$ cat src/rtl/pwmd_pkg.sv
// ----------------------------------------------------------------------------
// pwmd_pkg
// Shared types and constants for the PWM divider / level calculator.
// ----------------------------------------------------------------------------
package pwmd_pkg;

  localparam int FREQ_W   = 30;
  localparam int DUTY_W   = 7;
  localparam int OUT_W    = 16;
  localparam int RANGE_W  = 16;
  localparam int PROD_W   = FREQ_W + RANGE_W;
  localparam int LEVEL_W  = OUT_W + 1 + DUTY_W;
  localparam int RECIP_W  = 24;
  localparam int SCALED_W = LEVEL_W + RECIP_W;

  localparam int COUNTER_RANGE_DEF = 65534;
  localparam logic [FREQ_W-1:0] CLOCK_RESET = FREQ_W'(125000000);
  localparam logic [DUTY_W-1:0] FULL_DUTY   = DUTY_W'(100);
  localparam logic [OUT_W-1:0]  MAX16       = '1;

  // floor(x/100) == (x * RECIP_100) >> RECIP_SHIFT for x < 2^30/76
  localparam logic [RECIP_W-1:0] RECIP_100   = RECIP_W'(10737419);
  localparam int                 RECIP_SHIFT = 30;

  localparam int QUEUE_DEPTH = 2;
  localparam int QUEUE_AW    = 1;

  typedef struct packed {
    logic              bad;
    logic [FREQ_W-1:0] freq;
    logic [DUTY_W-1:0] duty;
    logic [PROD_W-1:0] prod;
  } item_t;

  typedef struct packed {
    logic              bad;
    logic [FREQ_W-1:0] freq;
    logic [DUTY_W-1:0] duty;
  } side1_t;

  typedef struct packed {
    logic              bad;
    logic [DUTY_W-1:0] duty;
    logic [OUT_W-1:0]  div;
  } side2_t;

endpackage

$ cat src/rtl/pwmd_queue.sv
// ----------------------------------------------------------------------------
// pwmd_queue
// Short FIFO between the front and the back.
// ----------------------------------------------------------------------------
module pwmd_queue (
  input  logic            clk,
  input  logic            rst,
  input  logic            push,
  input  pwmd_pkg::item_t push_item,
  output logic            full,
  input  logic            pop,
  output logic            head_valid,
  output pwmd_pkg::item_t head_item,
  output logic [pwmd_pkg::QUEUE_AW:0] count
);

  pwmd_pkg::item_t                  entries [pwmd_pkg::QUEUE_DEPTH];
  logic [pwmd_pkg::QUEUE_AW-1:0]    wr_ptr;
  logic [pwmd_pkg::QUEUE_AW-1:0]    rd_ptr;
  logic                             do_pop;

  assign full       = (count == (pwmd_pkg::QUEUE_AW + 1)'(pwmd_pkg::QUEUE_DEPTH));
  assign head_valid = (count != '0);
  assign head_item  = entries[rd_ptr];
  assign do_pop     = pop && head_valid;

  always_ff @(posedge clk) begin
    if (rst) begin
      wr_ptr <= '0;
      rd_ptr <= '0;
      count  <= '0;
    end else begin
      if (push) wr_ptr <= wr_ptr + 1'b1;
      if (do_pop) rd_ptr <= rd_ptr + 1'b1;
      unique case ({push, do_pop})
        2'b10:   count <= count + 1'b1;
        2'b01:   count <= count - 1'b1;
        default: count <= count;
      endcase
    end
  end

  always_ff @(posedge clk) begin
    if (push) entries[wr_ptr] <= push_item;
  end

endmodule

$ cat config.mk
export PLATFORM = sky130hd
export DESIGN_NAME = pwmd_queue
export DESIGN_NICKNAME = d
export VERILOG_FILES = /design/src/rtl/pwmd_pkg.sv /design/src/rtl/pwmd_queue.sv
export SDC_FILE = /design/constraint.sdc
export NUM_CORES = 1
export LEC_CHECK = 0
export BUFFER_PORTS_ARGS = -buffer_cell sky130_fd_sc_hd__clkbuf_2
export CORE_MARGIN = 5
export CORE_UTILIZATION = 50
export DETAILED_ROUTE_END_ITERATION = 8
export PLACE_DENSITY = 0.8
export REMOVE_ABC_BUFFERS = 1
export SETUP_SLACK_MARGIN = 0.3
export SYNTH_ARGS = -nofsm -noshare
export SYNTH_HDL_FRONTEND = slang
export SYNTH_SLANG_ARGS = --single-unit
export TNS_END_PERCENT = 50
$ cat constraint.sdc
create_clock -name clk -period 5.25 [get_ports clk]
set_input_delay 0.2625 -clock clk [delete_from_list [all_inputs] [get_ports clk]]
set_output_delay 0.2625 -clock clk [all_outputs]
set_load 0.02 [all_outputs]
==> flow_metrics.tcl <==
set metrics [dict create \
    status "completed" \
    crit_path_end_kind "primary output" \
    ys_seq_elements 173 \
    synthAdderAreaFrac_pct 0.200 \
    tightest_slew_ns 1.16 \
    internal_power_mw 2.81 \
    dr.first_iter.drc_count 174 \
    htree_levels 4 \
    syn-instance-count 284 \
    cts.sinks 173 \
    synth.cell_area_mm2 0.00627 \
    port_buffers 175 \
    max_slew_margin_pct 22.8 \
    avgSynthCellArea_um2 22.1 \
    rsz0062_at_grt "false" \
    nets 559 \
    power_switching_mw 0.999 \
    finClkSkew_ns 0.00811 \
    hold_path.class "primary input to register" \
    synth_enable_flop_cells 168 \
    die_w_um 122 \
    critical_path_required_ns 4.99 \
    cts_tree "done" \
    period_share_pct 45.3 \
    grt_pass1_vias 3390 \
    cts_buffer_depth 2 \
    power.density_mw_per_mm2 480 \
    yosys_warnings 0 \
    critPathArrivalTime_ns 2.11 \
    grt_remaining_overflow 0 \
    yosys-top-cells-count "edfxtp_1, mux2_2, buf_4" \
    rows 40 \
    ys_async_sr_fraction_pct 0 \
    drive_above_1_share_pct 60.5 \
    drv_cap 0 \
    cts.clk_slew.worst_paths_ns 0.06 \
    postCtsSetupBuffers 0 \
    via_count 3204 \
    clkPwrFrac_pct 34.0 \
    wl_um 11200 \
    grt_pass1_wl_um 17300 \
    area_growth_syn_to_layout_pct 26.7 \
    ant_nets 0 \
    antenna_found_initial 0 \
    grt_usage_pct 15.4 \
    hpwl_um 7440 \
    top_level_ports 176 \
    yosys.cell_count.top_type "edfxtp_1" \
    crit_type "register to primary output" \
    finalSetupTns_ns 0 \
    period_needed_ns 2.38 \
    setup_viol 0 \
    grt_max_degree 85 \
    critPathMaxFanout 84 \
    gp_congestion 0.703 \
    synth_area_leader_cell "edfxtp_1" \
    root_buffer "clkbuf_16" \
    viasPerCell 4.92 \
    startpoint_type "register" \
    ir_drop_mv 0.384 \
    pwr-share-comb_pct 20.3 \
    die_h_um 122 \
    core-area_mm2 0.0122 \
    netSwitchingFraction_pct 26.2 \
    drc 0 \
    rrSetupSlack_ns 3.01 \
    synth.area.mux_share_pct 15.1 \
    initial_core_util_pct 51.5 \
    synthFlopType "edfxtp_1" \
    clk_latency_ns 0.41 \
    ys_types 17 \
    synthTopCellsByArea "edfxtp_1, mux2_2, dfxtp_1" \
    routedWlPerCell_um 17.2 \
    die-area_mm2 0.0149 \
    synth-compound-area-share_pct 0.280 \
    cts_hold_buf 0 \
    final_util_pct 65.3 \
    synth_simple_gate_area_share_pct 0.739 \
    p_leak_nw 3.01 \
    report.final.slew_viol_count 0 \
    antenna_cells 0 \
    yosysSeqAreaShare_pct 82.1 \
    fmax_ghz 0.421 \
    cts_buffers 17 \
    hold_viol 0 \
    seqPwrFrac_pct 45.7 \
    drt-pass1-iter-count 4 \
    synth_top_area_share_pct 80.5 \
    synth-xor-area-share_pct 0.559 \
    synth_top_family_by_area "multiplexers" \
    ctsResizeCount 0 \
]
[metal layers]
| layer | vias to the layer above | wire (µm) | global-route usage (%) |
|---|---|---|---|
| met3 | 10 | 989 | 6.17 |
| li1 | 1498 | - | - |
| met4 | 0 | 90 | 5.67 |
| met2 | 120 | 5690 | 25.9 |
| met5 | - | 0 | 0 |
| met1 | 1576 | 4450 | 17.8 |
[placed cells by master, fill, tap and decap left out, types with 2 or more instances in the layout]
| cell | count |
|---|---|
| dfxtp_1 | 4 |
| clkbuf_16 | 17 |
| clkbuf_1 | 5 |
| xnor2_1 | 3 |
| nor2_1 | 4 |
| clkbuf_8 | 3 |
| edfxtp_1 | 168 |
| clkinv_2 | 2 |
| mux2_2 | 84 |
| bufinv_16 | 4 |
| clkbuf_2 | 175 |
[power by group through the flow]
stage | clock [mW] | combinational, mW | sequential [mW]
CTS | 1.32 | 0.787 | 1.75
detailed placement | 0 | 0.783 | 1.78
global placement | 0 | 0.773 | 1.77
global route | 1.38 | 0.822 | 1.76
floorplan | 0 | 0.539 | 1.75
finish | 1.29 | 0.774 | 1.74
[cells by family (layout without fill, tap and decap cells)]
logic type / count (synthesis) / in the layout
multiplexers: 84 / 84
buffers and inverters: 10 / 209
XOR/XNOR: 4 / 4
adder cells (fa/ha/maj): 1 / 1
AO/OA/AOI/OAI: 3 / 3
flip-flops: 173 / 173
AND/OR/NAND/NOR: 9 / 9
[critical path: stages, from the launching register on]
cell and delay (ns):
dfxtp_4 1.06, mux2_2 0.43, clkbuf_2 0.16
[flip-flops by register name, indices dropped and copies added (netlist names), named ones only]
register,flops
count,2
rd_ptr,1
wr_ptr,1
entries,168
[worst paths after layout]
kind,from,end,cells after the start
worst max-delay path,register,head_item[35],2
worst min-delay path,push_item[29],entries[1][29],1
worst max register to register,wr_ptr,entries[0][39],2
worst min register to register,count[1],count[1],2
[final cells by class]
cell class | instances | area [µm²]
sequential | 173 | 5150
fill | 847 | 4230
multi-input combinational | 101 | 1070
timing repair buffer | 176 | 883
clock buffer | 25 | 485
tap | 168 | 210
clock inverter | 7 | 138
inverter | 1 | 3.75
[metrics by stage]
stage	std cells	instance area (µm²)	total power [mW]	setup WS, ns	hold WS (ns)
floorplan	275	6210	2.29	0.879	0.332
global placement	619	7310	2.54	2.91	0.453
detailed placement	619	7310	2.56	2.84	0.456
CTS	651	7940	3.85	2.81	0.0196
global route	651	7940	3.96	2.73	0.0131
finish	651	7940	3.81	2.87	0.0385
No activity file was read; power rests on OpenSTA's default activity.
