File: src/rtl/pwmd_pkg.sv
// ----------------------------------------------------------------------------
// pwmd_pkg
// Shared types and constants for the PWM divider / level calculator.
// ----------------------------------------------------------------------------
package pwmd_pkg;

  localparam int FREQ_W   = 30;
  localparam int DUTY_W   = 7;
  localparam int OUT_W    = 16;
  localparam int RANGE_W  = 16;
  localparam int PROD_W   = FREQ_W + RANGE_W;
  localparam int LEVEL_W  = OUT_W + 1 + DUTY_W;
  localparam int RECIP_W  = 24;
  localparam int SCALED_W = LEVEL_W + RECIP_W;

  localparam int COUNTER_RANGE_DEF = 65534;
  localparam logic [FREQ_W-1:0] CLOCK_RESET = FREQ_W'(125000000);
  localparam logic [DUTY_W-1:0] FULL_DUTY   = DUTY_W'(100);
  localparam logic [OUT_W-1:0]  MAX16       = '1;

  // floor(x/100) == (x * RECIP_100) >> RECIP_SHIFT for x < 2^30/76
  localparam logic [RECIP_W-1:0] RECIP_100   = RECIP_W'(10737419);
  localparam int                 RECIP_SHIFT = 30;

  localparam int QUEUE_DEPTH = 2;
  localparam int QUEUE_AW    = 1;

  typedef struct packed {
    logic              bad;
    logic [FREQ_W-1:0] freq;
    logic [DUTY_W-1:0] duty;
    logic [PROD_W-1:0] prod;
  } item_t;

  typedef struct packed {
    logic              bad;
    logic [FREQ_W-1:0] freq;
    logic [DUTY_W-1:0] duty;
  } side1_t;

  typedef struct packed {
    logic              bad;
    logic [DUTY_W-1:0] duty;
    logic [OUT_W-1:0]  div;
  } side2_t;

endpackage

File: src/rtl/pwmd_front.sv
// ----------------------------------------------------------------------------
// pwmd_front
// Accepts requests, flags bad ones, saturates duty, forms freq * range.
// ----------------------------------------------------------------------------
module pwmd_front #(
  parameter int COUNTER_RANGE = pwmd_pkg::COUNTER_RANGE_DEF
) (
  input  logic                        clk,
  input  logic                        rst,
  input  logic                        in_valid,
  output logic                        in_stall,
  input  logic [pwmd_pkg::FREQ_W-1:0] freq_hz,
  input  logic [pwmd_pkg::DUTY_W-1:0] duty_percent,
  input  logic [pwmd_pkg::FREQ_W-1:0] clock_hz,
  input  logic                        q_full,
  output logic                        push,
  output pwmd_pkg::item_t             push_item
);

  localparam logic [pwmd_pkg::RANGE_W-1:0] RANGE = pwmd_pkg::RANGE_W'(COUNTER_RANGE);

  logic            front_valid;
  pwmd_pkg::item_t item;

  assign in_stall  = front_valid && q_full;
  assign push      = front_valid && !q_full;
  assign push_item = item;

  always_ff @(posedge clk) begin
    if (rst) begin
      front_valid <= 1'b0;
    end else if (!in_stall) begin
      front_valid <= in_valid;
    end
  end

  always_ff @(posedge clk) begin
    if (in_valid && !in_stall) begin
      item.bad  <= (freq_hz == '0) || (freq_hz > clock_hz);
      item.freq <= freq_hz;
      item.duty <= (duty_percent > pwmd_pkg::FULL_DUTY) ? pwmd_pkg::FULL_DUTY : duty_percent;
      item.prod <= pwmd_pkg::PROD_W'(freq_hz) * pwmd_pkg::PROD_W'(RANGE);
    end
  end

endmodule

File: config.mk
export PLATFORM = sky130hd
export DESIGN_NAME = pwmd_front
export DESIGN_NICKNAME = d
export VERILOG_FILES = /design/src/rtl/pwmd_pkg.sv /design/src/rtl/pwmd_front.sv
export SDC_FILE = /design/constraint.sdc
export NUM_CORES = 1
export LEC_CHECK = 0
export ABC_AREA = 1
export BUFFER_PORTS_ARGS = -buffer_cell sky130_fd_sc_hd__buf_4
export CAP_MARGIN = 10
export CORE_ASPECT_RATIO = 0.6
export CORE_MARGIN = 8
export CORE_UTILIZATION = 55
export CTS_CLUSTER_DIAMETER = 150
export DETAILED_ROUTE_END_ITERATION = 12
export GPL_TIMING_DRIVEN = 0
export PLACE_DENSITY = 0.79
export SYNTH_ARGS = -nofsm -noshare
export SYNTH_HDL_FRONTEND = slang
export SYNTH_SLANG_ARGS = --single-unit
File: constraint.sdc
create_clock -name clk -period 13.5 [get_ports clk]
set_input_delay 0.675 -clock clk [delete_from_list [all_inputs] [get_ports clk]]
set_output_delay 0.675 -clock clk [all_outputs]
set_load 0.01 [all_outputs]
==> run_summary.xml <==
<?xml version="1.0" encoding="UTF-8"?>
<metrics>
  <group name="floorplan">
    <metric name="ioPinCount" unit="">157</metric>
    <metric name="core" unit="um2">23800</metric>
    <metric name="die_h" unit="um">136</metric>
    <metric name="row_count" unit="">44</metric>
    <metric name="floorplan_die_area" unit="um2">29300</metric>
    <metric name="die_w" unit="um">216</metric>
    <metric name="initial_core_util" unit="">0.552</metric>
  </group>
  <group name="sta">
    <metric name="clock_skew" unit="ps">6.59</metric>
    <metric name="timing.final.crit_share" unit="">0.443</metric>
    <metric name="timing.setup.tns" unit="ps">0</metric>
    <metric name="timing.fmax" unit="MHz">167</metric>
    <metric name="fin_crit_period" unit="ps">5980</metric>
    <metric name="worst_slew_pin_slew" unit="ps">616</metric>
    <metric name="timing_hold_violations_final" unit="">0</metric>
    <metric name="grt_setup_unrepaired" unit="">false</metric>
    <metric name="setup-violations-final" unit="">0</metric>
    <metric name="report.final.slew_viol_count" unit="">0</metric>
    <metric name="slew-limit-headroom" unit="">0.588</metric>
  </group>
  <group name="finish">
    <metric name="flow.area_growth_from_synthesis" unit="%">14.4</metric>
    <metric name="fillCellCount" unit="">2013</metric>
    <metric name="num_antenna_cells" unit="">0</metric>
    <metric name="drive_gt1_frac" unit="">0.134</metric>
    <metric name="nets" unit="">2105</metric>
    <metric name="final_common_cell" unit="">inv_1</metric>
    <metric name="layout_common_cells" unit="">476 x inv_1, 305 x nand2_1, 219 x fa_1</metric>
  </group>
  <group name="hold_path">
    <metric name="worst_hold_path_type" unit="">input port to flop</metric>
    <metric name="holdPathEnd" unit="">front_valid</metric>
    <metric name="hold_start" unit="">rst</metric>
    <metric name="worst_hold_path.num_cells" unit="">2</metric>
  </group>
  <group name="worst_setup_path">
    <metric name="cpMaxStageDelayCell" unit="">fa_1</metric>
    <metric name="r2r_setup_slack" unit="ps">11680</metric>
    <metric name="cp_data_arrival_time" unit="ps">6100</metric>
    <metric name="worst_setup_path_end_kind" unit="">flop</metric>
    <metric name="critical_path.max_stage_delay" unit="ps">700</metric>
    <metric name="critPathRequiredTime" unit="ps">13620</metric>
    <metric name="r2r_cell_count" unit="">5</metric>
    <metric name="path_class" unit="">input port to flop</metric>
    <metric name="worst_r2r_endpoint" unit="">push_item[82]</metric>
    <metric name="crit_path_cell_trace" unit="">buf_4 &gt; inv_1 &gt; fa_1 &gt; inv_1 &gt; fa_1 &gt; fa_1 &gt; fa_1 &gt; fa_1 &gt; inv_1 &gt; fa_1 &gt; inv_1 &gt; ha_1 &gt; nand2_2 &gt; nor2_1 &gt; nand2_1 &gt; nor2_1 &gt; nand2_1 &gt; nand3_2 &gt; nand2_1 &gt; nand3_1 &gt; nand2_1</metric>
    <metric name="worst-path-max-fanout" unit="">4</metric>
    <metric name="worst_path_most_repeated_cell" unit="">fa_1</metric>
    <metric name="timing.critical_path.max_delay_family" unit="">adder cells</metric>
    <metric name="worstPathBufferInverterCount" unit="">5</metric>
    <metric name="regToRegStartpoint" unit="">front_valid</metric>
    <metric name="critPathLaunchType" unit="">input port</metric>
  </group>
  <group name="synthesis">
    <metric name="synth_edf_count" unit="">82</metric>
    <metric name="synthesis.instances" unit="">1503</metric>
    <metric name="dominantRegCellSynth" unit="">edfxtp_1</metric>
    <metric name="ffs_latches_synth" unit="">83</metric>
    <metric name="seq_area_frac_synth" unit="">0.189</metric>
    <metric name="syn_avg_cell_area" unit="um2">8.76</metric>
    <metric name="synth_top_area_share" unit="">0.333</metric>
    <metric name="synth-async-reset-ratio" unit="">0</metric>
    <metric name="count_of_different_cell_masters_after_synthesis" unit="">34</metric>
    <metric name="synth.area.top_cells" unit="">fa_1 33%, edfxtp_1 19%, ha_1 14%, inv_1 14%, nand2_1 8.7%</metric>
    <metric name="ys_warn_count" unit="">0</metric>
    <metric name="syn-cell-area" unit="um2">13200</metric>
    <metric name="synthesis.nets" unit="">1937</metric>
    <metric name="synth_area_leader_cell" unit="">fa_1</metric>
  </group>
  <group name="detailed_routing">
    <metric name="wl" unit="um">33800</metric>
    <metric name="vias_per_cell" unit="">4.99</metric>
    <metric name="num_vias" unit="">9971</metric>
    <metric name="detailed_routing_iteration_count_for_the_pre_antenna_repair_pass" unit="">7</metric>
    <metric name="remaining_drc_errors" unit="">0</metric>
    <metric name="starting_drt_drc_count" unit="">750</metric>
    <metric name="postRouteAntennaNets" unit="">0</metric>
    <metric name="wl_per_cell" unit="um">16.9</metric>
  </group>
  <group name="clocking">
    <metric name="tritoncts" unit="">done</metric>
    <metric name="cts_setup_buffers" unit="">0</metric>
    <metric name="cts-root-to-sink-buffers" unit="">2</metric>
    <metric name="cts-hold-fix-buffers" unit="">0</metric>
    <metric name="clkLatencyLatePin" unit="ps">360</metric>
    <metric name="clock_root_buffer" unit="">clkbuf_16</metric>
    <metric name="path_clk_slew" unit="ps">70</metric>
    <metric name="h_tree_lvl_count" unit="">3</metric>
    <metric name="cts.sinks" unit="">83</metric>
    <metric name="tritoncts.num_buffers" unit="">9</metric>
    <metric name="cts_repair_resize_count" unit="">0</metric>
  </group>
  <group name="global_routing">
    <metric name="grt.met3_usage" unit="">0.0798</metric>
    <metric name="grt_start_max_net_pins" unit="">33</metric>
    <metric name="grt.met2_usage" unit="">0.335</metric>
    <metric name="overflow" unit="">0</metric>
    <metric name="first_global_vias" unit="">10200</metric>
    <metric name="grt_first_pass_wirelength" unit="um">54100</metric>
    <metric name="grt_busiest_layer" unit="">met1</metric>
    <metric name="number_of_antenna_violations_at_the_first_check_in_global_routing" unit="">0</metric>
    <metric name="grtUsageTotal" unit="">0.239</metric>
    <metric name="groute.layer.met1.usage" unit="">0.362</metric>
  </group>
  <group name="placement">
    <metric name="detailed_place_hpwl" unit="um">30400</metric>
    <metric name="place_congestion" unit="">0.973</metric>
    <metric name="buffer_ports.inserted" unit="">155</metric>
  </group>
  <group name="job">
    <metric name="maxCapViolCount" unit="">0</metric>
  </group>
  <group name="run_status">
    <metric name="outcome" unit="">complete, no violations</metric>
  </group>
</metrics>
Yosys cell counts, types with 9 or more instances:
| cell type | number |
|---|---|
| a21oi_1 | 47 |
| edfxtp_1 | 82 |
| fa_1 | 219 |
| ha_1 | 144 |
| inv_1 | 476 |
| nand2_1 | 305 |
| nand2_2 | 20 |
| nand3_1 | 27 |
| nand3_2 | 9 |
| nor2_1 | 66 |
| nor2_2 | 10 |
| o21ai_0 | 17 |
| xnor2_1 | 9 |
| xor2_1 | 20 |
through the flow:
stage          area (um2)  setup slack [ps]  utilization  hold slack (ps)  std cells
2_1_floorplan       13200              8030            -              448       1503
3_3_place_gp        14700              7130        0.618              459       1980
3_5_place_dp        14800              7240        0.620              485       1982
4_1_cts             15100              7610        0.632              453       1998
5_1_grt             15100              7290        0.632              454       1998
6_report            15100              7520        0.632              464       1998
area by class of cell:
cell class	instances	area [um2]	area share
multi-input cells	936	8870	0.589
flip-flops and latches	83	2480	0.165
inverters	480	1800	0.120
repair buffers	157	1200	0.0799
well taps	322	403	0.0267
clock buffers	9	225	0.0149
clock inverters	7	58.8	0.00390
plain buffers	4	22.5	0.00149
registers in the layout (all words and copies together), names as in the netlist:
register / count
push_item: 82
front_valid: 1
layer usage:
| layer | share of wire | vias to the layer above |
|---|---|---|
| li1 | - | 4742 |
| met1 | 0.49 | 4814 |
| met2 | 0.39 | 393 |
| met3 | 0.11 | 22 |
| met4 | 0.0089 | 0 |
| met5 | 0 | - |
worst max-delay path by stage:
stage,depth (start not counted),to,startpoint,slack [ps]
detailed placement,21,push_item[41],freq_hz[9],7240
finish,21,push_item[41],freq_hz[9],7520
global route,21,push_item[41],freq_hz[9],7290
CTS,21,push_item[41],freq_hz[9],7610
global placement,4,push_item[81],q_full,7130
floorplan,21,push_item[42],freq_hz[9],8030
kinds of logic after synthesis:
group,count (synthesis),share of synthesized area
AOI/OAI and AO/OA,77,0.0313
xor gates and xnor gates,29,0.0193
adders and majority gates,363,0.470
buffers and inverters,484,0.139
DFF,83,0.189
other,1,0.000285
and+or+nand+nor,466,0.152
Power is left out: the tool's default activity adds up to more than one toggle a clock period on the data nets, which glitch-free logic cannot reach.
